==> config.mk <==
export PLATFORM = sky130hd
export DESIGN_NAME = upt_range
export DESIGN_NICKNAME = d
export VERILOG_FILES = /design/src/upt_pkg.sv /design/src/upt_range.sv
export SDC_FILE = /design/constraint.sdc
export NUM_CORES = 2
export LEC_CHECK = 0
export ABC_AREA = 1
export BUFFER_PORTS_ARGS = -buffer_cell sky130_fd_sc_hd__buf_2
export CAP_MARGIN = 40
export CORE_UTILIZATION = 45
export CTS_CLUSTER_SIZE = 40
export DETAILED_ROUTE_END_ITERATION = 12
export GPL_TIMING_DRIVEN = 0
export SYNTH_ARGS = -nofsm -noshare
export SYNTH_HDL_FRONTEND = slang
export SYNTH_SLANG_ARGS = --single-unit
==> constraint.sdc <==
create_clock -name aclk -period 7.4 [get_ports aclk]
set_input_delay 1.11 -clock aclk [delete_from_list [all_inputs] [get_ports aclk]]
set_output_delay 1.11 -clock aclk [all_outputs]
set_load 0.01 [all_outputs]
==> src/upt_pkg.sv <==
// ============================================================================
// upt_pkg
// Shared types, widths, constants and pair tables of the ultrasonic pair
// trilateration and fusion block.
// ============================================================================
package upt_pkg;

    // sensor and pair counts
    localparam int NUM_ECHO    = 4;
    localparam int NUM_SENSORS = 4;
    localparam int NUM_PAIRS   = 6;

    // port widths
    localparam int ECHO_W     = 13;
    localparam int POS_W      = 10;
    localparam int CFG_IDX_W  = 8;
    localparam int CFG_DATA_W = 16;

    // range conversion: range_q4 = width * 343 / 125
    localparam int ECHO_LIMIT  = 5000;
    localparam int SOUND_NUM   = 343;
    localparam int RANGE_DEN   = 125;
    localparam int RECIP_SHIFT = 28;
    localparam int RECIP_K     = (1 << RECIP_SHIFT) / RANGE_DEN;
    localparam int PROD_W      = 21;
    localparam int RECIP_W     = 42;

    // pair datapath widths
    localparam int RNG_W  = 14;
    localparam int A_W    = POS_W + 4;
    localparam int DEN_W  = POS_W + 5;
    localparam int SQ_W   = 28;
    localparam int NUM_W  = SQ_W + 1;
    localparam int XQ_W   = 14;
    localparam int ROOT_W = 14;
    localparam int X_W    = XQ_W + 2;
    localparam int WX_W   = X_W + POS_W + 1;
    localparam int WY_W   = ROOT_W + POS_W;

    // fusion widths
    localparam int SX_W = WX_W + 2;
    localparam int SY_W = WY_W + 3;
    localparam int SW_W = POS_W + 3;
    localparam int FQ_W = 15;

    // output limits
    localparam int X_MAX = 32767;
    localparam int X_MIN = -32768;
    localparam int Y_MAX = 16383;

    // pipeline depth of each unit
    localparam int RNG_LAT   = 3;
    localparam int PAIR_LAT  = XQ_W + ROOT_W + 5;
    localparam int FUSE_LAT  = FQ_W + 3;
    localparam int TOTAL_LAT = RNG_LAT + PAIR_LAT + FUSE_LAT;

    typedef logic [1:0]         sidx_t;
    typedef logic [RNG_W-1:0]   rng_t;
    typedef logic [POS_W-1:0]   pos_t;

    // sensors of each pair, pairs in order 01,02,03,12,13,23
    localparam sidx_t PAIR_LO [NUM_PAIRS] = '{2'd0, 2'd0, 2'd0, 2'd1, 2'd1, 2'd2};
    localparam sidx_t PAIR_HI [NUM_PAIRS] = '{2'd1, 2'd2, 2'd3, 2'd2, 2'd3, 2'd3};

    // register indexes
    localparam logic [CFG_IDX_W-1:0] REG_SENSOR0_POS = 8'd0;
    localparam logic [CFG_IDX_W-1:0] REG_SENSOR1_POS = 8'd1;
    localparam logic [CFG_IDX_W-1:0] REG_SENSOR2_POS = 8'd2;
    localparam logic [CFG_IDX_W-1:0] REG_SENSOR3_POS = 8'd3;

    // register reset values
    localparam pos_t POS_RST [NUM_ECHO] = '{10'd0, 10'd41, 10'd85, 10'd130};

    typedef struct packed {
        logic [ECHO_W-1:0] echo_width0;
        logic [ECHO_W-1:0] echo_width1;
        logic [ECHO_W-1:0] echo_width2;
        logic [ECHO_W-1:0] echo_width3;
    } upt_in_t;

    typedef struct packed {
        logic signed [15:0]     target_x;
        logic [13:0]            target_y;
        logic [NUM_PAIRS-1:0]   pair_valid_mask;
        logic                   fix_valid;
    } upt_out_t;

endpackage

==> src/upt_range.sv <==
// ============================================================================
// upt_range
// Converts the four echo widths to ranges in Q.4 millimetres, three stages:
// constant multiply, reciprocal multiply, remainder correction.
// ============================================================================
module upt_range (
    input  logic                                                aclk,
    input  logic                                                en,
    input  upt_pkg::upt_in_t                                    echo_i,
    output logic [upt_pkg::NUM_ECHO-1:0][upt_pkg::RNG_W-1:0]    rng_o
);

    logic [upt_pkg::ECHO_W-1:0] echo [upt_pkg::NUM_ECHO];

    // lane split
    always_comb begin
        echo[0] = echo_i.echo_width0;
        echo[1] = echo_i.echo_width1;
        echo[2] = echo_i.echo_width2;
        echo[3] = echo_i.echo_width3;
    end

    for (genvar g = 0; g < upt_pkg::NUM_ECHO; g++) begin : g_lane
        logic [upt_pkg::PROD_W-1:0]  n_reg, n_next, n2_reg;
        logic [upt_pkg::RECIP_W-1:0] p_reg, p_next;
        logic [upt_pkg::RNG_W-1:0]   q0, rng_reg, rng_next;
        logic [upt_pkg::PROD_W-1:0]  q125, rem;

        // width times 343, overlong echo gives zero
        assign n_next = (echo[g] > upt_pkg::ECHO_W'(upt_pkg::ECHO_LIMIT)) ? '0 :
                        upt_pkg::PROD_W'(echo[g]) * upt_pkg::PROD_W'(upt_pkg::SOUND_NUM);

        // reciprocal of 125, estimate low by at most one
        assign p_next = upt_pkg::RECIP_W'(n_reg) * upt_pkg::RECIP_W'(upt_pkg::RECIP_K);

        // remainder check fixes the estimate
        assign q0   = p_reg[upt_pkg::RECIP_SHIFT +: upt_pkg::RNG_W];
        assign q125 = (upt_pkg::PROD_W'(q0) << 7) - (upt_pkg::PROD_W'(q0) << 2)
                      + upt_pkg::PROD_W'(q0);
        assign rem  = n2_reg - q125;
        assign rng_next = (rem >= upt_pkg::PROD_W'(upt_pkg::RANGE_DEN)) ?
                          q0 + upt_pkg::RNG_W'(1) : q0;

        always_ff @(posedge aclk) begin
            if (en) begin
                n_reg   <= n_next;
                p_reg   <= p_next;
                n2_reg  <= n_reg;
                rng_reg <= rng_next;
            end
        end

        assign rng_o[g] = rng_reg;
    end

endmodule

==> metrics.log <==
[metrics] run status: completed
[metrics] flop and latch count out of synthesis: 280
[metrics] die width: 359.5 microns
[metrics] post-synthesis simple-gate area fraction: 0.1388
[metrics] main combinational cell family by area after synthesis: adder cells
[metrics] Avg Vias per Cell: 4.969
[metrics] share of cell area taken by muxes after synthesis: 0
[metrics] area of the mapped netlist: 57520 sq um
[metrics] Critical Path Sink Type: flip-flop
[metrics] routed wirelength normalized by instance count: 15.46 microns
[metrics] share of the synthesized area in compound gates (AO/OA/AOI/OAI): 0.06206
[metrics] number of different library cells in the post-synthesis netlist: 47
[metrics] final antenna-violating net count: 0
[metrics] fraction of the cycle the final worst path needs: 0.8234
[metrics] relative max-transition margin: 0.5033
[metrics] cell mode on critical path: sky130_fd_sc_hd__fa_1
[metrics] hold path depth: 2
[metrics] TritonCTS clock tree: yes
[metrics] average cell area after synthesis: 8.558 sq um
[metrics] RSZ-0062 raised after global routing: no
[metrics] FF-to-FF Start: g_lane[3].n_reg[9]$_SDFFCE_PN0P_
[metrics] aggregate global routing overflow: 0
[metrics] Post-CTS Setup Inserts: 0
[metrics] number of buffers inserted for hold repair after clock tree synthesis: 0
[metrics] kind of critical path: flip-flop to flip-flop
[metrics] floorplan die area: 129200 sq um
[metrics] CP max stage cell: sky130_fd_sc_hd__edfxtp_1
[metrics] number of port buffers: 109
[metrics] CTS buffer count: 38
[metrics] first-pass iteration count of the detailed router: 8
[metrics] cell row count: 130
[metrics] Synth Flop Type: sky130_fd_sc_hd__edfxtp_1
[metrics] asr flop ratio synth: 0
[metrics] starting utilization of the core area: 0.4557
[metrics] post-synth top area share: 0.2793
[metrics] required time worst endpoint: 7.71 ns
[metrics] critical path launch point type: flip-flop
[metrics] Max Root-Sink Buffers: 3
[metrics] largest driver fanout on the critical path: 8
[metrics] final count of pins violating max slew: 0
[metrics] number of vias in the routed layout: 42470
[metrics] total count of hold-check failures in the final report: 0
[metrics] slew at the pin closest to its max-slew limit: 0.7450 ns
[metrics] Post-Synth XOR/XNOR Area: 0.02071
[metrics] H-Tree Depth: 2
[metrics] final number of setup-violating endpoints: 0
[metrics] top achievable clock speed: 164.1 MHz
[metrics] dominant cell type by area after synthesis: sky130_fd_sc_hd__ha_1
[metrics] detailed-placement wirelength estimate: 115200 microns
[metrics] total number of nets in the final design: 8882
[metrics] first-pass GRT wire length: 218600 microns
[metrics] highest cell delay on the worst timing path: 0.76 ns
[metrics] count of pins on the block boundary: 110
[metrics] cell count after synthesis: 6721
[metrics] die height: 359.5 microns
[metrics] setup total negative slack: 0 ns
[metrics] post-route clock skew: 0.02288 ns
[metrics] post-synthesis sequential area ratio: 0.1462
[metrics] clock slew seen by the registers of the worst setup and hold paths: 0.06 ns
[metrics] Final GP Congestion: 0.9342
[metrics] termination of the worst setup path: g_lane[3].p_reg[37]$_DFFE_PP_
[metrics] max-capacitance violation count: 0
[metrics] launching instance or port of the critical path: g_lane[3].n_reg[9]$_SDFFCE_PN0P_
[metrics] floorplan core area: 126200 sq um
[metrics] number of filler instances in the final layout: 12360
[metrics] EDFF count, synth: 280
[metrics] number of global-route vias before repair: 42930
[metrics] Synthesized Nets: 8731
[metrics] synth top area cells: sky130_fd_sc_hd__ha_1 28%, sky130_fd_sc_hd__fa_1 23%, sky130_fd_sc_hd__edfxtp_1 15%, sky130_fd_sc_hd__inv_1 12%, sky130_fd_sc_hd__nand2_1 7.1%
[metrics] largest net degree at the start of global routing: 120
[metrics] count of clock tree sinks: 280
[metrics] endpoint of the worst-slack reg-to-reg timing path: g_lane[3].p_reg[37]$_DFFE_PP_
[metrics] number of warnings printed during yosys synthesis: 0
[metrics] GRT Total Usage: 0.2081
[metrics] total wire length after detailed routing: 132100 microns
[metrics] antenna violations before repair: 2
[metrics] count of antenna diodes in the layout: 0
[metrics] Hold Path Class: flip-flop to flip-flop
[metrics] clock tree root driver cell: sky130_fd_sc_hd__clkbuf_16
[metrics] Worst Reg2Reg Path Length in Cells: 18
[metrics] final critical path time including I/O delays and setup: 6.093 ns
[metrics] Iter 0 DRT Violations: 2175
[metrics] share of final-layout standard cells stronger than drive strength 1: 0.03233
[metrics] register-to-register setup slack: 1.31 ns
[metrics] total of cells resized after clock tree synthesis: 0
[metrics] clk_lat worst skew: 0.59 ns
[metrics] ordered list of cells on the worst path: ha_1 -> inv_1 -> fa_1 -> fa_1 -> fa_1 -> inv_1 -> fa_1 -> fa_1 -> fa_1 -> ha_1 -> a21oi_1 -> inv_1 -> a21oi_1 -> o21ai_0 -> a21oi_1 -> o21ai_0 -> a21oi_1 -> xor2_1
[metrics] adder-cell share of the synthesized area: 0.5132
[metrics] area grow syn2layout: 6.757%
[metrics] arrival time at the worst endpoint: 6.40 ns
[metrics] remaining routing DRC violations: 0
-- routing by layer --
layer,part of all wire,wire (microns),track usage,vias up
met5,0,0,0,-
met4,0.013,1759,0.03553,0
met3,0.030,3984,0.01814,103
met2,0.48,63650,0.3584,582
met1,0.47,62700,0.2869,20260
li1,-,-,-,21520
-- worst min path at each step --
stage	startpoint	to
final	g_lane[2].p_reg[30]$_DFFE_PP_	g_lane[2].rng_reg[2]$_DFFE_PP_
after global routing	g_lane[2].n_reg[16]$_SDFFCE_PN0P_	g_lane[2].n2_reg[16]$_DFFE_PP_
after CTS	g_lane[2].n_reg[16]$_SDFFCE_PN0P_	g_lane[2].n2_reg[16]$_DFFE_PP_
after detailed placement	g_lane[3].n_reg[16]$_SDFFCE_PN0P_	g_lane[3].n2_reg[16]$_DFFE_PP_
after global placement	g_lane[2].n_reg[16]$_SDFFCE_PN0P_	g_lane[2].n2_reg[16]$_DFFE_PP_
after floorplan	g_lane[0].n_reg[1]$_SDFFCE_PN0P_	g_lane[0].n2_reg[1]$_DFFE_PP_
-- placed cells by master (no fill, tap or decap), types with 108 or more instances in the layout --
cell,n
sky130_fd_sc_hd__edfxtp_1,280
sky130_fd_sc_hd__fa_1,672
sky130_fd_sc_hd__xor2_1,108
sky130_fd_sc_hd__nand3_1,227
sky130_fd_sc_hd__ha_1,1284
sky130_fd_sc_hd__nor2_1,358
sky130_fd_sc_hd__nand2_1,1091
sky130_fd_sc_hd__a21oi_1,310
sky130_fd_sc_hd__inv_1,1795
sky130_fd_sc_hd__buf_2,112
sky130_fd_sc_hd__o21ai_0,169
-- logic make-up (layout without fill, tap and decap cells) --
kind of cell,count (synthesis),after routing
adder cells (fa/ha/maj),1956,1956
flip-flops,280,280
AND/OR/NAND/NOR,1898,1898
AO/OA/AOI/OAI,637,637
XOR/XNOR,136,136
buffers and inverters,1814,1990
-- final cells by class --
cell class,count,area [sq um],share of cell area
Buffer,16,95.09,0.001549
Clock buffer,44,1037,0.01689
Clock inverter,21,173.9,0.002832
Inverter,1798,6749,0.1099
Multi-Input combinational cell,4627,42260,0.6883
Sequential cell,280,8408,0.1369
Tap cell,1650,2064,0.03362
Timing Repair Buffer,111,610.6,0.009944
-- stage by stage --
step                      utilization  hold slack, ns  setup WS (ns)  instance area, sq um  std cells
final                          0.4865          0.7152          1.307                 61400       8547
after CTS                      0.4865          0.7158          1.398                 61400       8547
after global routing           0.4865          0.7382          1.103                 61400       8547
after global placement         0.4763          0.7113         0.9267                 60130       8480
after floorplan                     -          0.5119          2.110                 57520       6721
after detailed placement       0.4769          0.7006          1.439                 60190       8482
-- cell usage after synthesis, types with 2 or more instances --
master and count:
sky130_fd_sc_hd__inv_1 1795, sky130_fd_sc_hd__ha_1 1284, sky130_fd_sc_hd__nand2_1 1091, sky130_fd_sc_hd__fa_1 672
sky130_fd_sc_hd__nor2_1 358, sky130_fd_sc_hd__a21oi_1 310, sky130_fd_sc_hd__edfxtp_1 280, sky130_fd_sc_hd__nand3_1 227
sky130_fd_sc_hd__o21ai_0 169, sky130_fd_sc_hd__xor2_1 108, sky130_fd_sc_hd__nor3_1 61, sky130_fd_sc_hd__nand4_1 52
sky130_fd_sc_hd__a21o_1 45, sky130_fd_sc_hd__nand3b_1 44, sky130_fd_sc_hd__a31oi_1 30, sky130_fd_sc_hd__xnor2_1 28
sky130_fd_sc_hd__nor4_1 19, sky130_fd_sc_hd__o21bai_1 16, sky130_fd_sc_hd__nor2_2 13, sky130_fd_sc_hd__o211ai_1 12
sky130_fd_sc_hd__o21a_1 12, sky130_fd_sc_hd__a21boi_0 11, sky130_fd_sc_hd__or2_2 11, sky130_fd_sc_hd__a211oi_1 9
sky130_fd_sc_hd__nand2_2 8, sky130_fd_sc_hd__o31ai_1 7, sky130_fd_sc_hd__clkbuf_1 6, sky130_fd_sc_hd__o221ai_1 6
sky130_fd_sc_hd__buf_2 4, sky130_fd_sc_hd__buf_4 4, sky130_fd_sc_hd__a21oi_2 3, sky130_fd_sc_hd__a221oi_1 3
sky130_fd_sc_hd__and3_1 3, sky130_fd_sc_hd__inv_2 3, sky130_fd_sc_hd__and2_1 2, sky130_fd_sc_hd__buf_6 2
sky130_fd_sc_hd__nand4_2 2, sky130_fd_sc_hd__o2111ai_1 2
-- worst max-delay path: cells and delay by family (launching register included) --
kind	cells	cell delay (ns)
compound gates	6	1.26
buf+inv	3	0.21
xor+xnor	1	0.10
fa+ha+maj	8	3.50
flops	1	0.76
Power is not shown: default switching activity piles up to over one toggle a cycle in this logic, so the estimate is an artifact.
