--- src/upt_pkg.sv ---
// ============================================================================
// upt_pkg
// Shared types, widths, constants and pair tables of the ultrasonic pair
// trilateration and fusion block.
// ============================================================================
package upt_pkg;

    // sensor and pair counts
    localparam int NUM_ECHO    = 4;
    localparam int NUM_SENSORS = 4;
    localparam int NUM_PAIRS   = 6;

    // port widths
    localparam int ECHO_W     = 13;
    localparam int POS_W      = 10;
    localparam int CFG_IDX_W  = 8;
    localparam int CFG_DATA_W = 16;

    // range conversion: range_q4 = width * 343 / 125
    localparam int ECHO_LIMIT  = 5000;
    localparam int SOUND_NUM   = 343;
    localparam int RANGE_DEN   = 125;
    localparam int RECIP_SHIFT = 28;
    localparam int RECIP_K     = (1 << RECIP_SHIFT) / RANGE_DEN;
    localparam int PROD_W      = 21;
    localparam int RECIP_W     = 42;

    // pair datapath widths
    localparam int RNG_W  = 14;
    localparam int A_W    = POS_W + 4;
    localparam int DEN_W  = POS_W + 5;
    localparam int SQ_W   = 28;
    localparam int NUM_W  = SQ_W + 1;
    localparam int XQ_W   = 14;
    localparam int ROOT_W = 14;
    localparam int X_W    = XQ_W + 2;
    localparam int WX_W   = X_W + POS_W + 1;
    localparam int WY_W   = ROOT_W + POS_W;

    // fusion widths
    localparam int SX_W = WX_W + 2;
    localparam int SY_W = WY_W + 3;
    localparam int SW_W = POS_W + 3;
    localparam int FQ_W = 15;

    // output limits
    localparam int X_MAX = 32767;
    localparam int X_MIN = -32768;
    localparam int Y_MAX = 16383;

    // pipeline depth of each unit
    localparam int RNG_LAT   = 3;
    localparam int PAIR_LAT  = XQ_W + ROOT_W + 5;
    localparam int FUSE_LAT  = FQ_W + 3;
    localparam int TOTAL_LAT = RNG_LAT + PAIR_LAT + FUSE_LAT;

    typedef logic [1:0]         sidx_t;
    typedef logic [RNG_W-1:0]   rng_t;
    typedef logic [POS_W-1:0]   pos_t;

    // sensors of each pair, pairs in order 01,02,03,12,13,23
    localparam sidx_t PAIR_LO [NUM_PAIRS] = '{2'd0, 2'd0, 2'd0, 2'd1, 2'd1, 2'd2};
    localparam sidx_t PAIR_HI [NUM_PAIRS] = '{2'd1, 2'd2, 2'd3, 2'd2, 2'd3, 2'd3};

    // register indexes
    localparam logic [CFG_IDX_W-1:0] REG_SENSOR0_POS = 8'd0;
    localparam logic [CFG_IDX_W-1:0] REG_SENSOR1_POS = 8'd1;
    localparam logic [CFG_IDX_W-1:0] REG_SENSOR2_POS = 8'd2;
    localparam logic [CFG_IDX_W-1:0] REG_SENSOR3_POS = 8'd3;

    // register reset values
    localparam pos_t POS_RST [NUM_ECHO] = '{10'd0, 10'd41, 10'd85, 10'd130};

    typedef struct packed {
        logic [ECHO_W-1:0] echo_width0;
        logic [ECHO_W-1:0] echo_width1;
        logic [ECHO_W-1:0] echo_width2;
        logic [ECHO_W-1:0] echo_width3;
    } upt_in_t;

    typedef struct packed {
        logic signed [15:0]     target_x;
        logic [13:0]            target_y;
        logic [NUM_PAIRS-1:0]   pair_valid_mask;
        logic                   fix_valid;
    } upt_out_t;

endpackage

--- src/upt_fuse.sv ---
// ============================================================================
// upt_fuse
// Baseline weighted average of the pair points: adder tree, two pipelined
// dividers by the weight sum, then rounding toward zero and saturation.
// ============================================================================
module upt_fuse (
    input  logic                                                    aclk,
    input  logic                                                    en,
    input  logic [upt_pkg::NUM_PAIRS-1:0]                           ok_i,
    input  logic [upt_pkg::NUM_PAIRS-1:0][upt_pkg::WX_W-1:0]        wx_i,
    input  logic [upt_pkg::NUM_PAIRS-1:0][upt_pkg::WY_W-1:0]        wy_i,
    input  logic [upt_pkg::NUM_PAIRS-1:0][upt_pkg::POS_W-1:0]       base_i,
    output upt_pkg::upt_out_t                                       out_o
);

    localparam int NH = upt_pkg::NUM_PAIRS / 2;
    localparam int NF = upt_pkg::FQ_W;

    // first adder level
    logic signed [upt_pkg::WX_W:0]  px_next [NH];
    logic [upt_pkg::WY_W:0]         py_next [NH];
    logic [upt_pkg::POS_W:0]        pw_next [NH];
    logic signed [upt_pkg::WX_W:0]  px_reg  [NH];
    logic [upt_pkg::WY_W:0]         py_reg  [NH];
    logic [upt_pkg::POS_W:0]        pw_reg  [NH];
    logic [upt_pkg::NUM_PAIRS-1:0]  mask1_reg;
    logic [upt_pkg::POS_W-1:0]      wg0, wg1;

    always_comb begin
        for (int h = 0; h < NH; h++) begin
            wg0 = ok_i[2*h] ? base_i[2*h] : '0;
            wg1 = ok_i[2*h+1] ? base_i[2*h+1] : '0;
            px_next[h] = (upt_pkg::WX_W + 1)'($signed(wx_i[2*h]))
                         + (upt_pkg::WX_W + 1)'($signed(wx_i[2*h+1]));
            py_next[h] = (upt_pkg::WY_W + 1)'(wy_i[2*h]) + (upt_pkg::WY_W + 1)'(wy_i[2*h+1]);
            pw_next[h] = (upt_pkg::POS_W + 1)'(wg0) + (upt_pkg::POS_W + 1)'(wg1);
        end
    end

    always_ff @(posedge aclk) begin
        if (en) begin
            px_reg    <= px_next;
            py_reg    <= py_next;
            pw_reg    <= pw_next;
            mask1_reg <= ok_i;
        end
    end

    // totals, x as sign and magnitude
    logic signed [upt_pkg::SX_W-1:0] sx;
    logic [upt_pkg::SY_W-1:0]        sy;
    logic [upt_pkg::SW_W-1:0]        sw;
    logic [upt_pkg::SX_W-1:0]        sx_mag;

    assign sx = upt_pkg::SX_W'(px_reg[0]) + upt_pkg::SX_W'(px_reg[1])
                + upt_pkg::SX_W'(px_reg[2]);
    assign sy = upt_pkg::SY_W'(py_reg[0]) + upt_pkg::SY_W'(py_reg[1])
                + upt_pkg::SY_W'(py_reg[2]);
    assign sw = upt_pkg::SW_W'(pw_reg[0]) + upt_pkg::SW_W'(pw_reg[1])
                + upt_pkg::SW_W'(pw_reg[2]);
    assign sx_mag = sx[upt_pkg::SX_W-1] ? upt_pkg::SX_W'(-sx) : upt_pkg::SX_W'(sx);

    // two dividers side by side, one quotient bit per stage
    logic [upt_pkg::SX_W-1:0]      xrem_reg [0:NF];
    logic [upt_pkg::FQ_W-1:0]      xq_reg   [0:NF];
    logic [upt_pkg::SY_W-1:0]      yrem_reg [0:NF];
    logic [upt_pkg::FQ_W-1:0]      yq_reg   [0:NF];
    logic [upt_pkg::SW_W-1:0]      sw_reg   [0:NF];
    logic                          neg_reg  [0:NF];
    logic [upt_pkg::NUM_PAIRS-1:0] mask_reg [0:NF];

    always_ff @(posedge aclk) begin
        if (en) begin
            xrem_reg[0] <= sx_mag;
            xq_reg[0]   <= '0;
            yrem_reg[0] <= sy;
            yq_reg[0]   <= '0;
            sw_reg[0]   <= sw;
            neg_reg[0]  <= sx[upt_pkg::SX_W-1];
            mask_reg[0] <= mask1_reg;
        end
    end

    for (genvar s = 1; s <= NF; s++) begin : g_div
        localparam int B = NF - s;
        logic [upt_pkg::SX_W-1:0] xsh;
        logic [upt_pkg::SY_W-1:0] ysh;
        logic                     xtake, ytake;

        assign xsh   = upt_pkg::SX_W'(sw_reg[s-1]) << B;
        assign ysh   = upt_pkg::SY_W'(sw_reg[s-1]) << B;
        assign xtake = xrem_reg[s-1] >= xsh;
        assign ytake = yrem_reg[s-1] >= ysh;

        always_ff @(posedge aclk) begin
            if (en) begin
                xrem_reg[s] <= xtake ? xrem_reg[s-1] - xsh : xrem_reg[s-1];
                xq_reg[s]   <= xtake ? (xq_reg[s-1] | (upt_pkg::FQ_W'(1) << B)) : xq_reg[s-1];
                yrem_reg[s] <= ytake ? yrem_reg[s-1] - ysh : yrem_reg[s-1];
                yq_reg[s]   <= ytake ? (yq_reg[s-1] | (upt_pkg::FQ_W'(1) << B)) : yq_reg[s-1];
                sw_reg[s]   <= sw_reg[s-1];
                neg_reg[s]  <= neg_reg[s-1];
                mask_reg[s] <= mask_reg[s-1];
            end
        end
    end

    // sign, saturation, no-fix zeroing
    logic signed [upt_pkg::FQ_W+1:0] fx;
    upt_pkg::upt_out_t               res_next, res_reg;

    assign fx = neg_reg[NF] ? -$signed({2'b00, xq_reg[NF]}) : $signed({2'b00, xq_reg[NF]});

    always_comb begin
        res_next                 = '0;
        res_next.pair_valid_mask = mask_reg[NF];
        if (sw_reg[NF] != '0) begin
            res_next.fix_valid = 1'b1;
            if (fx > (upt_pkg::FQ_W + 2)'(upt_pkg::X_MAX)) begin
                res_next.target_x = 16'(upt_pkg::X_MAX);
            end else if (fx < (upt_pkg::FQ_W + 2)'(upt_pkg::X_MIN)) begin
                res_next.target_x = 16'(upt_pkg::X_MIN);
            end else begin
                res_next.target_x = 16'(fx);
            end
            if (yq_reg[NF] > upt_pkg::FQ_W'(upt_pkg::Y_MAX)) begin
                res_next.target_y = 14'(upt_pkg::Y_MAX);
            end else begin
                res_next.target_y = yq_reg[NF][13:0];
            end
        end
    end

    always_ff @(posedge aclk) begin
        if (en) begin
            res_reg <= res_next;
        end
    end

    assign out_o = res_reg;

endmodule

--- config.mk ---
export PLATFORM = sky130hd
export DESIGN_NAME = upt_fuse
export DESIGN_NICKNAME = d
export VERILOG_FILES = /design/src/upt_pkg.sv /design/src/upt_fuse.sv
export SDC_FILE = /design/constraint.sdc
export NUM_CORES = 2
export LEC_CHECK = 0
export BUFFER_PORTS_ARGS = -buffer_cell sky130_fd_sc_hd__buf_2
export CORE_ASPECT_RATIO = 1.75
export CORE_MARGIN = 2
export CORE_UTILIZATION = 60
export CTS_CLUSTER_DIAMETER = 60
export CTS_CLUSTER_SIZE = 16
export DETAILED_ROUTE_END_ITERATION = 7
export HOLD_SLACK_MARGIN = 0.1
export MAX_ROUTING_LAYER = met4
export PLACE_DENSITY = 0.83
export REMOVE_ABC_BUFFERS = 1
export SLEW_MARGIN = 20
export SYNTH_ARGS = -nofsm -noshare
export SYNTH_HDL_FRONTEND = slang
export SYNTH_SLANG_ARGS = --single-unit
export TNS_END_PERCENT = 1
--- constraint.sdc ---
create_clock -name aclk -period 11.9 [get_ports aclk]
set_input_delay 1.19 -clock aclk [delete_from_list [all_inputs] [get_ports aclk]]
set_output_delay 1.19 -clock aclk [all_outputs]
set_load 0.1 [all_outputs]
==> flow_summary.toml <==
[cts]
htree_levels = 3
clk_pin_slew_ps = 80
clock_latency_ps = 790
post_cts_buffers = 0
cts_made_buffers = 117
holdBufCountCts = 0
cts_num_sinks = 1635
clk_path_buf_depth = 3
cts_resized = 0
clockRootBuffer = "clkbuf_16"
tritoncts = "built"

[synthesis]
synthesis.area_mm2 = 0.0881
synth_compound_area_share_pct = 11.5
synthTopCellsByCount = "1635 x edfxtp_1, 636 x ha_1, 527 x inv_1, 525 x nor2_1, 489 x nand2_1"
synth_most_common_cell = "edfxtp_1"
synth_edf_count = 1635
muxShareOfSynthArea_pct = 0.741
synth_ff_type = "edfxtp_1"
synth-simple-area-share_pct = 11.5
synth_largest_area_cell = "edfxtp_1"
synth.distinct_cells = 95
ys_ff_latch = 1635
async_reset_ff_share_pct = 0
avgSynthCellArea_um2 = 12.0
synthCells = 7351
synth_top_area_share_pct = 55.7
yosysSeqAreaShare_pct = 55.7
yosys_warnings = 0
yosys-top-cells-area = "edfxtp_1 56%, ha_1 9.0%, xnor2_1 4.0%"
synth_top_family_by_area = "compound AO/OA/AOI/OAI gates"
synth_fa_ha_area_share_pct = 11.4
synth_xor_area_share_pct = 6.43

[die]
die-width_um = 294
start_util_pct = 60.2
rows = 186
core_mm2 = 0.146
die_area_mm2 = 0.150
io-pin-count = 411
die_h_um = 511

[global_routing]
overflow = 0
grt_usage_pct = 29.6
grt_max_degree = 188
antenna_found_initial = 8
grt_pass1_wl_um = 323000
grt_pass1_vias = 60400

[cells_and_area]
nets = 8934
largest_reg_flops = 435
fin_area_mm2 = 0.0959
final_layout_size_suffix_gt1_share_pct = 8.84
seq_area_mm2 = 0.0491
multi_input_area_mm2 = 0.0367
syn_to_final_growth_pct = 8.82
n_fill_cell = 10800

[critical_path]
cp-startpoint = "px_reg[1]$_DFFE_PP_"
r2r-start = "px_reg[1]$_DFFE_PP_"
startpoint_type = "register"
critPathKind = "reg -> reg"
worstPathRequired_ps = 12400
rrSetupSlack_ps = 7210
r2r.worst_path.cells = 15
crit_fanout = 5
crit_arrival_ps = 5190
r2r_end = "xrem_reg[0][24]$_DFFE_PP_"
setup.worst_path.end = "xrem_reg[0][24]$_DFFE_PP_"
worstSetupEndpointType = "register"

[drt]
wl_per_cell_um = 22.2
ant_nets = 0
first_pass_iters = 6
viasPerCell = 5.91
vias = 57600
wirelength_um = 216000
drt-initial-drc-count = 3109
drc = 0

[flow_run]
cap_violations = 0

[place]
hpwl_um = 170000
post_dp_cell_area_mm2 = 0.0925
port_buffers = 410
place.gp.congestion = 1.03

[sta]
tns_ps = 0
relSlewSlack_pct = 21.9
rsz0062_at_grt = "no"
worst_pin_slew_ps = 1140
hold_viol_final = 0
setup_violations = 0
period_needed_ps = 4690
fin_crit_sh_pct = 39.4
maxSlewViolCount = 0
max_freq_mhz = 213
fin_skew_ps = 42.1

[min_path]
hp-start = "yq_reg[0][100]$_DFFE_PP_"
hold_class = "reg -> reg"

[pwr]
leakagePower_uw = 0.0373
ir_worst_vdd_mv = 0.151
power.density_mw_per_mm2 = 227

[run_status]
status = "finished, final reports clean"
==> cell families after synthesis <==
logic type / Yosys count
buf+inv: 621
simple gates: 2024
flops: 1635
mux: 60
fa+ha+maj: 740
compound gates: 1625
xor+xnor: 646
==> cells in the final DEF, fill, tap and decap left out, types with 13 or more instances in the layout <==
master	synthesis	final
o21a_1	85	85
nor2b_1	118	117
nand2b_1	124	124
and3_1	38	38
mux2i_1	18	18
and2_1	81	81
o211ai_1	17	17
or3_1	56	56
nand4_1	79	79
buf_2	9	409
nor4b_1	22	21
a21boi_0	72	72
a31oi_1	40	39
a21oi_1	466	465
nand3_1	98	97
fa_1	104	104
clkbuf_16	0	117
nor2_1	525	525
nand2_1	489	489
o41ai_1	13	13
xnor2_1	400	400
a21o_1	183	183
or4_1	19	19
inv_1	527	527
nand3b_1	22	22
nor3_1	145	145
o21bai_1	53	53
o21ai_0	448	447
edfxtp_1	1635	1635
a211oi_1	26	26
ha_1	636	636
buf_4	2	26
nand4b_1	28	28
mux2_2	41	41
or2_2	28	28
xor2_1	245	245
o31ai_1	73	73
nor4_1	100	100
==> stage by stage <==
step | utilization (%) | hold WS, ps | setup slack [ps] | total power (µW) | std cells
2_1_floorplan | - | 400 | 7140 | 15400 | 7258
3_3_place_gp | 63.2 | 400 | 7210 | 17600 | 9580
3_5_place_dp | 63.2 | 405 | 7170 | 18000 | 9580
4_1_cts | 65.5 | 410 | 7220 | 21700 | 9728
5_1_grt | 65.5 | 423 | 6910 | 23000 | 9735
6_report | 65.5 | 412 | 7210 | 21700 | 9735
==> per-layer routing <==
| metal | GRT usage (%) | up-vias | share of wire (%) |
|---|---|---|---|
| met5 | - | - | 0 |
| met4 | 29.1 | 0 | 12 |
| met3 | 3.99 | 808 | 3.4 |
| met2 | 58.3 | 1525 | 57 |
| met1 | 21.0 | 27300 | 27 |
| li1 | - | 27900 | - |
==> report_power, final <==
| part | internal, µW | switching, µW | total [µW] |
|---|---|---|---|
| Combinational | 3720 | 5040 | 8760 |
| Sequential | 8320 | 914 | 9230 |
| Clock | 1840 | 1910 | 3760 |
==> worst min-delay path by stage <==
stage / to / depth (start not counted)
final: yq_reg[0][115]$_DFFE_PP_ / 0
after floorplan: mask_reg[0][0]$_DFFE_PP_ / 0
after CTS: yq_reg[0][115]$_DFFE_PP_ / 0
after detailed placement: mask_reg[0][1]$_DFFE_PP_ / 0
after global routing: mask_reg[0][1]$_DFFE_PP_ / 0
after global placement: yq_reg[1][108]$_DFFE_PP_ / 0
==> area by class of cell <==
type	count	area share, %
clock buffer	125	3.08
timing repair buffer	443	2.50
antenna	6	0.0157
sequential	1635	51.2
clock inverter	23	0.375
tap	1880	2.45
inverter	528	2.07
multi-input combinational	5095	38.3
==> critical path, stage by stage (launching register included) <==
cell and delay [ps]:
edfxtp_1 410, fa_1 560, ha_1 210, inv_1 70
fa_1 410, nand2b_1 210, a211oi_1 580, o21bai_1 120
a21oi_1 250, a21oi_1 120, o21bai_1 160, xnor2_1 150
nor4_2 520, nor2b_1 340, a21oi_1 140, xnor2_1 140
Note: power is estimated with default switching activity, not from simulation.
