**config.mk**
```make
export PLATFORM = sky130hd
export DESIGN_NAME = upt_pair
export DESIGN_NICKNAME = d
export VERILOG_FILES = /design/src/upt_pkg.sv /design/src/upt_pair.sv
export SDC_FILE = /design/constraint.sdc
export NUM_CORES = 2
export LEC_CHECK = 0
export BUFFER_PORTS_ARGS = -buffer_cell sky130_fd_sc_hd__buf_2
export CAP_MARGIN = 20
export CORE_ASPECT_RATIO = 0.7
export CORE_MARGIN = 8
export CORE_UTILIZATION = 45
export DETAILED_ROUTE_END_ITERATION = 6
export PLACE_DENSITY = 0.61
export SETUP_SLACK_MARGIN = 0.5
export SYNTH_ARGS = -nofsm -noshare
export SYNTH_HDL_FRONTEND = slang
export SYNTH_SLANG_ARGS = --single-unit
```
**constraint.sdc**
```tcl
create_clock -name aclk -period 8.2 [get_ports aclk]
set_clock_uncertainty 0.05 [all_clocks]
set_input_delay 1.64 -clock aclk [delete_from_list [all_inputs] [get_ports aclk]]
set_output_delay 1.64 -clock aclk [all_outputs]
set_load 0.02 [all_outputs]
```
**src/upt_pkg.sv**
```systemverilog
// ============================================================================
// upt_pkg
// Shared types, widths, constants and pair tables of the ultrasonic pair
// trilateration and fusion block.
// ============================================================================
package upt_pkg;

    // sensor and pair counts
    localparam int NUM_ECHO    = 4;
    localparam int NUM_SENSORS = 4;
    localparam int NUM_PAIRS   = 6;

    // port widths
    localparam int ECHO_W     = 13;
    localparam int POS_W      = 10;
    localparam int CFG_IDX_W  = 8;
    localparam int CFG_DATA_W = 16;

    // range conversion: range_q4 = width * 343 / 125
    localparam int ECHO_LIMIT  = 5000;
    localparam int SOUND_NUM   = 343;
    localparam int RANGE_DEN   = 125;
    localparam int RECIP_SHIFT = 28;
    localparam int RECIP_K     = (1 << RECIP_SHIFT) / RANGE_DEN;
    localparam int PROD_W      = 21;
    localparam int RECIP_W     = 42;

    // pair datapath widths
    localparam int RNG_W  = 14;
    localparam int A_W    = POS_W + 4;
    localparam int DEN_W  = POS_W + 5;
    localparam int SQ_W   = 28;
    localparam int NUM_W  = SQ_W + 1;
    localparam int XQ_W   = 14;
    localparam int ROOT_W = 14;
    localparam int X_W    = XQ_W + 2;
    localparam int WX_W   = X_W + POS_W + 1;
    localparam int WY_W   = ROOT_W + POS_W;

    // fusion widths
    localparam int SX_W = WX_W + 2;
    localparam int SY_W = WY_W + 3;
    localparam int SW_W = POS_W + 3;
    localparam int FQ_W = 15;

    // output limits
    localparam int X_MAX = 32767;
    localparam int X_MIN = -32768;
    localparam int Y_MAX = 16383;

    // pipeline depth of each unit
    localparam int RNG_LAT   = 3;
    localparam int PAIR_LAT  = XQ_W + ROOT_W + 5;
    localparam int FUSE_LAT  = FQ_W + 3;
    localparam int TOTAL_LAT = RNG_LAT + PAIR_LAT + FUSE_LAT;

    typedef logic [1:0]         sidx_t;
    typedef logic [RNG_W-1:0]   rng_t;
    typedef logic [POS_W-1:0]   pos_t;

    // sensors of each pair, pairs in order 01,02,03,12,13,23
    localparam sidx_t PAIR_LO [NUM_PAIRS] = '{2'd0, 2'd0, 2'd0, 2'd1, 2'd1, 2'd2};
    localparam sidx_t PAIR_HI [NUM_PAIRS] = '{2'd1, 2'd2, 2'd3, 2'd2, 2'd3, 2'd3};

    // register indexes
    localparam logic [CFG_IDX_W-1:0] REG_SENSOR0_POS = 8'd0;
    localparam logic [CFG_IDX_W-1:0] REG_SENSOR1_POS = 8'd1;
    localparam logic [CFG_IDX_W-1:0] REG_SENSOR2_POS = 8'd2;
    localparam logic [CFG_IDX_W-1:0] REG_SENSOR3_POS = 8'd3;

    // register reset values
    localparam pos_t POS_RST [NUM_ECHO] = '{10'd0, 10'd41, 10'd85, 10'd130};

    typedef struct packed {
        logic [ECHO_W-1:0] echo_width0;
        logic [ECHO_W-1:0] echo_width1;
        logic [ECHO_W-1:0] echo_width2;
        logic [ECHO_W-1:0] echo_width3;
    } upt_in_t;

    typedef struct packed {
        logic signed [15:0]     target_x;
        logic [13:0]            target_y;
        logic [NUM_PAIRS-1:0]   pair_valid_mask;
        logic                   fix_valid;
    } upt_out_t;

endpackage

```
**src/upt_pair.sv**
```systemverilog
// ============================================================================
// upt_pair
// One sensor pair: triangle test, x offset by a pipelined restoring divider,
// y by a pipelined square root, then baseline weighting.
// ============================================================================
module upt_pair (
    input  logic                                aclk,
    input  logic                                en,
    input  upt_pkg::rng_t                       r1_i,
    input  upt_pkg::rng_t                       r2_i,
    input  upt_pkg::pos_t                       base_i,
    input  upt_pkg::pos_t                       pos_i,
    output logic                                ok_o,
    output logic signed [upt_pkg::WX_W-1:0]     wx_o,
    output logic [upt_pkg::WY_W-1:0]            wy_o
);

    localparam int NQ = upt_pkg::XQ_W;
    localparam int NR = upt_pkg::ROOT_W;

    // baseline in q.4 and triangle test
    logic [upt_pkg::A_W-1:0] a;
    logic [upt_pkg::A_W:0]   r1e, r2e, ae, r2a, r1a, r12;
    logic                    ok1_next;

    assign a   = {base_i, 4'b0000};
    assign r1e = (upt_pkg::A_W + 1)'(r1_i);
    assign r2e = (upt_pkg::A_W + 1)'(r2_i);
    assign ae  = (upt_pkg::A_W + 1)'(a);
    assign r2a = r2e + ae;
    assign r1a = r1e + ae;
    assign r12 = r1e + r2e;
    assign ok1_next = (base_i != '0) && (r1_i != '0) && (r2_i != '0) &&
                      (r1e <= r2a) && (r2e <= r1a) && (ae <= r12);

    // squares
    logic [upt_pkg::SQ_W-1:0] r1sq1_reg, r2sq1_reg, asq1_reg;
    logic                     ok1_reg;

    always_ff @(posedge aclk) begin
        if (en) begin
            r1sq1_reg <= upt_pkg::SQ_W'(r1_i) * upt_pkg::SQ_W'(r1_i);
            r2sq1_reg <= upt_pkg::SQ_W'(r2_i) * upt_pkg::SQ_W'(r2_i);
            asq1_reg  <= upt_pkg::SQ_W'(a) * upt_pkg::SQ_W'(a);
            ok1_reg   <= ok1_next;
        end
    end

    // numerator as sign and magnitude
    logic signed [upt_pkg::NUM_W:0] num_s;
    logic [upt_pkg::NUM_W-1:0]      num_mag;
    logic [upt_pkg::DEN_W-1:0]      den;

    assign num_s   = $signed({2'b00, r1sq1_reg}) + $signed({2'b00, asq1_reg})
                     - $signed({2'b00, r2sq1_reg});
    assign num_mag = num_s[upt_pkg::NUM_W] ? upt_pkg::NUM_W'(-num_s) :
                                             upt_pkg::NUM_W'(num_s);
    assign den     = {base_i, 5'b00000};

    // divider pipeline, one quotient bit per stage
    logic [upt_pkg::NUM_W-1:0] drem_reg  [0:NQ];
    logic [upt_pkg::XQ_W-1:0]  dq_reg    [0:NQ];
    logic                      dneg_reg  [0:NQ];
    logic [upt_pkg::SQ_W-1:0]  dr1sq_reg [0:NQ];
    logic                      dok_reg   [0:NQ];

    always_ff @(posedge aclk) begin
        if (en) begin
            drem_reg[0]  <= num_mag;
            dq_reg[0]    <= '0;
            dneg_reg[0]  <= num_s[upt_pkg::NUM_W];
            dr1sq_reg[0] <= r1sq1_reg;
            dok_reg[0]   <= ok1_reg;
        end
    end

    for (genvar s = 1; s <= NQ; s++) begin : g_div
        localparam int B = NQ - s;
        logic [upt_pkg::NUM_W-1:0] dsh;
        logic                      take;

        assign dsh  = upt_pkg::NUM_W'(den) << B;
        assign take = drem_reg[s-1] >= dsh;

        always_ff @(posedge aclk) begin
            if (en) begin
                drem_reg[s]  <= take ? drem_reg[s-1] - dsh : drem_reg[s-1];
                dq_reg[s]    <= take ? (dq_reg[s-1] | (upt_pkg::XQ_W'(1) << B)) :
                                       dq_reg[s-1];
                dneg_reg[s]  <= dneg_reg[s-1];
                dr1sq_reg[s] <= dr1sq_reg[s-1];
                dok_reg[s]   <= dok_reg[s-1];
            end
        end
    end

    // signed offset, absolute x and offset square
    logic [upt_pkg::XQ_W-1:0]      qv;
    logic signed [upt_pkg::X_W-1:0] xoff_s, x_next;
    logic signed [upt_pkg::X_W-1:0] qx_reg;
    logic [upt_pkg::SQ_W-1:0]      qxsq_reg, qr1sq_reg;
    logic                          qok_reg;

    assign qv     = dq_reg[NQ];
    assign xoff_s = dneg_reg[NQ] ? -$signed({2'b00, qv}) : $signed({2'b00, qv});
    assign x_next = xoff_s + $signed({2'b00, pos_i, 4'b0000});

    always_ff @(posedge aclk) begin
        if (en) begin
            qx_reg    <= x_next;
            qxsq_reg  <= upt_pkg::SQ_W'(qv) * upt_pkg::SQ_W'(qv);
            qr1sq_reg <= dr1sq_reg[NQ];
            qok_reg   <= dok_reg[NQ];
        end
    end

    // radicand clamped at zero
    logic signed [upt_pkg::SQ_W:0] rad_s;
    logic [upt_pkg::SQ_W-1:0]      rad;

    assign rad_s = $signed({1'b0, qr1sq_reg}) - $signed({1'b0, qxsq_reg});
    assign rad   = rad_s[upt_pkg::SQ_W] ? '0 : rad_s[upt_pkg::SQ_W-1:0];

    // square root pipeline, one root bit per stage
    logic [upt_pkg::SQ_W-1:0]       srem_reg  [0:NR];
    logic [upt_pkg::ROOT_W-1:0]     sroot_reg [0:NR];
    logic signed [upt_pkg::X_W-1:0] sx_reg    [0:NR];
    logic                           sok_reg   [0:NR];

    always_ff @(posedge aclk) begin
        if (en) begin
            srem_reg[0]  <= rad;
            sroot_reg[0] <= '0;
            sx_reg[0]    <= qx_reg;
            sok_reg[0]   <= qok_reg;
        end
    end

    for (genvar s = 1; s <= NR; s++) begin : g_sqrt
        localparam int B = NR - s;
        logic [upt_pkg::SQ_W:0] trial;
        logic                   take;

        assign trial = ((upt_pkg::SQ_W + 1)'(sroot_reg[s-1]) << (B + 1))
                       + ((upt_pkg::SQ_W + 1)'(1) << (2 * B));
        assign take  = {1'b0, srem_reg[s-1]} >= trial;

        always_ff @(posedge aclk) begin
            if (en) begin
                srem_reg[s]  <= take ? srem_reg[s-1] - trial[upt_pkg::SQ_W-1:0] :
                                       srem_reg[s-1];
                sroot_reg[s] <= take ? (sroot_reg[s-1] | (upt_pkg::ROOT_W'(1) << B)) :
                                       sroot_reg[s-1];
                sx_reg[s]    <= sx_reg[s-1];
                sok_reg[s]   <= sok_reg[s-1];
            end
        end
    end

    // baseline weighting, invalid pair weighs nothing
    logic signed [upt_pkg::WX_W-1:0] wx_next, mwx_reg;
    logic [upt_pkg::WY_W-1:0]        wy_next, mwy_reg;
    logic                            mok_reg;

    assign wx_next = sok_reg[NR] ? $signed(sx_reg[NR]) * $signed({1'b0, base_i})
                                 : $signed(upt_pkg::WX_W'(0));
    assign wy_next = sok_reg[NR] ? upt_pkg::WY_W'(sroot_reg[NR]) * upt_pkg::WY_W'(base_i)
                                 : '0;

    always_ff @(posedge aclk) begin
        if (en) begin
            mwx_reg <= wx_next;
            mwy_reg <= wy_next;
            mok_reg <= sok_reg[NR];
        end
    end

    assign ok_o = mok_reg;
    assign wx_o = mwx_reg;
    assign wy_o = mwy_reg;

endmodule

```
==> impl_metrics.tcl <==
set metrics [dict create \
    run_status "completed" \
    drc_errors 0 \
    whs_endpoint "dr1sq_reg[7][0]$_DFFE_PP_" \
    drive_gt1_share_pct 6.51 \
    cts-root-buf "clkbuf_16" \
    synthFlopType "edfxtp_1" \
    timing.final.ws_setup_ps 1080 \
    reported_max_cap_violation_count 0 \
    worst_skew_pair_latency_ps 830 \
    r2r_slack_ps 1340 \
    postSynthRegisterBits 1894 \
    placeableCoreArea_sq_um 245000 \
    place_congestion 0.863 \
    synth_enable_flop_cells 1894 \
    numPortBuffers 101 \
    dp.final_hpwl_um 179000 \
    clk_transition_reported_paths_ps 60 \
    floorplan.die_area_sq_um 262000 \
    critPathKind "in2reg" \
    numPlacedInstances 12200 \
    fmax_mhz 141 \
    synthCells 8912 \
    finalCritPeriodShare_pct 86.8 \
    ios 102 \
    crit_fanout 6 \
    postCtsSetupBuffers 0 \
    worst_ep_arrival_time_ps 7610 \
    cts.sinks 1894 \
    power.density_cell_area_nw_per_um2 370 \
    detail_route.first_pass.iterations 6 \
    critical_path_required_ps 8690 \
    synth.cell_area_sq_um 111000 \
    grt.overflow.total 0 \
    initial_core_util_pct 45.2 \
    htreeDepth 4 \
    placementRows 152 \
    antenna_left 0 \
    async_reset_ff_share_pct 0 \
    drt_iter0_markers 5117 \
    detail_route.wl_per_cell_um 19.1 \
    min-delay-path-class "reg2reg" \
    vias_in_the_first_global_route 66900 \
    synthesis.yosys.warnings 0 \
    final.hold.worst_slack_ps 337 \
    worst_hold_path.num_cells 0 \
    report.final.hold_viol_count 0 \
    preCtsSetupSlack_ps 307 \
    post_synth.cell_area_avg_sq_um 12.4 \
    post_layout_nonfiller_instances 12500 \
    flip_flop_count_of_the_largest_register_all_copies_and_words_added 406 \
    grt_antenna_before_repair 19 \
    final.setup.tns_ps 0 \
    detailroute.via_count 66000 \
    dieWidth_um 608 \
    yosys.cell_count.top_type "edfxtp_1" \
    cts_resized 0 \
    cell_type_with_the_highest_aggregate_area_in_the_netlist "edfxtp_1" \
    rsz0062_at_grt "no" \
    r2r_cells 21 \
    ctsHoldBuffers 0 \
    setup.worst_path.start_class "input pin" \
    timing.rr.end "qxsq_reg[27]$_DFFE_PP_" \
    netlist_top_cells_area "edfxtp_1 (51%), fa_1 (12%), ha_1 (9.6%)" \
    cts_buffers 184 \
    grt_max_degree 210 \
    synthDominantCellAreaShare_pct 51.4 \
    vdd_ir_drop_max_mv 0.325 \
    detail_route.wirelength_um 239000 \
    power_leakage_uw 0.0505 \
    yosysSeqAreaShare_pct 51.4 \
    tritoncts_clock_tree "built" \
    drt-vias-per-instance 5.27 \
    r2r-start "dq_reg[1][89]$_DFFE_PP_" \
    post-route-min-period_ps 7120 \
    clock_path_buffers 4 \
    yosys-top-cells-count "edfxtp_1 (1894), inv_1 (1256), ha_1 (850)" \
    timing.max_slew.rel_slack_pct 24.2 \
    worstMarginPinSlew_ps 1140 \
    area.growth.synth_to_final_pct 10.0 \
    post_synth_num_cell_types 92 \
    grt.total_usage_pct 18.1 \
    wire_length_of_the_first_global_routing_pass_um 378000 \
    final_net_count 10700 \
    drv_slew 0 \
    setup_viol_count_final 0 \
    timing.hold.worst.start "dr1sq_reg[6][0]$_DFFE_PP_" \
    floorplan.die.height_um 431 \
    critPathCaptureType "register" \
]
## kinds of logic after synthesis
family | share of synthesized area (%)
mux | 0.598
simple gates | 10.4
buf+inv | 4.93
flops | 51.4
xor+xnor | 4.36
compound gates | 6.64
fa+ha+maj | 21.6
other cells | 0.00339
## worst max-delay path by stage
| stage | startpoint | to | slack (ps) | depth (start not counted) |
|---|---|---|---|---|
| floorplan | r1_i[2] | r1sq1_reg[27]$_DFFE_PP_ | 530 | 25 |
| global placement | r1_i[3] | r1sq1_reg[27]$_DFFE_PP_ | 310 | 26 |
| detailed placement | r1_i[3] | r1sq1_reg[27]$_DFFE_PP_ | 310 | 26 |
| CTS | r1_i[3] | r1sq1_reg[27]$_DFFE_PP_ | 1180 | 26 |
| global route | base_i[2] | wy_o[22]$_SDFFCE_PN0P_ | 780 | 21 |
| finish | r1_i[3] | r1sq1_reg[27]$_DFFE_PP_ | 1080 | 26 |
## per-layer routing
| layer | share of wire [%] | track usage [%] | vias to the layer above |
|---|---|---|---|
| met5 | 0.011 | 0 | - |
| met4 | 2.8 | 4.96 | 4 |
| met3 | 7.4 | 3.95 | 335 |
| met2 | 41 | 26.4 | 1680 |
| met1 | 48 | 27.1 | 32600 |
| li1 | - | - | 31400 |
## stage by stage
| stage | area (sq um) | total power, uW | util (%) |
|---|---|---|---|
| after detailed placement | 116000 | 36500 | 47.2 |
| after CTS | 122000 | 45300 | 49.7 |
| after global routing | 122000 | 48600 | 49.7 |
| after floorplan | 111000 | 30600 | - |
| final | 122000 | 45100 | 49.7 |
| after global placement | 116000 | 36100 | 47.2 |
## report_power, final
part	total (uW)	leakage [uW]	switching [uW]	internal, uW
Sequential	14600	0.0183	1030	13600
Combinational	21900	0.0293	12800	9170
Clock	8530	0.00289	3600	4930
## placed cells by master, fill, tap and decap left out, types with 50 or more instances in the layout
master,synthesis,final
clkbuf_16,0,185
nand2_1,715,715
a21oi_1,276,276
inv_1,1256,1256
nor4_1,123,123
nor2_1,452,452
nand2b_1,89,89
buf_2,6,98
xnor2_1,351,351
o21a_1,86,86
nor2b_1,90,90
nor3_1,151,151
and2_1,255,255
o31ai_1,70,70
a21o_1,116,116
nand4_1,56,56
o21ai_0,285,285
xor2_1,200,200
buf_4,2,117
or3_1,50,50
a21boi_0,60,60
ha_1,850,850
and3_1,51,51
fa_1,661,661
nand3_1,108,108
edfxtp_1,1894,1894
## area by class of cell
type | instances | area [sq um]
Timing Repair Buffer | 232 | 1710
Antenna cell | 10 | 25.0
Clock inverter | 111 | 1270
Sequential cell | 1894 | 56900
Multi-Input combinational cell | 5570 | 48300
Fill cell | 21000 | 123000
Clock buffer | 209 | 4720
Tap cell | 3234 | 4050
Inverter | 1260 | 4730
## worst max-delay path, cell delays in order
cell      delay [ps]
buf_2            150
buf_4            180
inv_1             70
nor2_1            50
buf_4            150
fa_1             490
inv_1             60
fa_1             540
inv_1             60
fa_1             480
fa_1             450
fa_1             520
inv_1             60
fa_1             510
inv_1             70
ha_1             300
a21o_1           170
a21oi_1          140
nor2b_1           60
o21ai_0          150
a21oi_1           80
nand3b_1         240
a21oi_1          270
o211ai_1         190
nand3_1          100
or3b_2           440
Power figures use the tool's default switching activity.
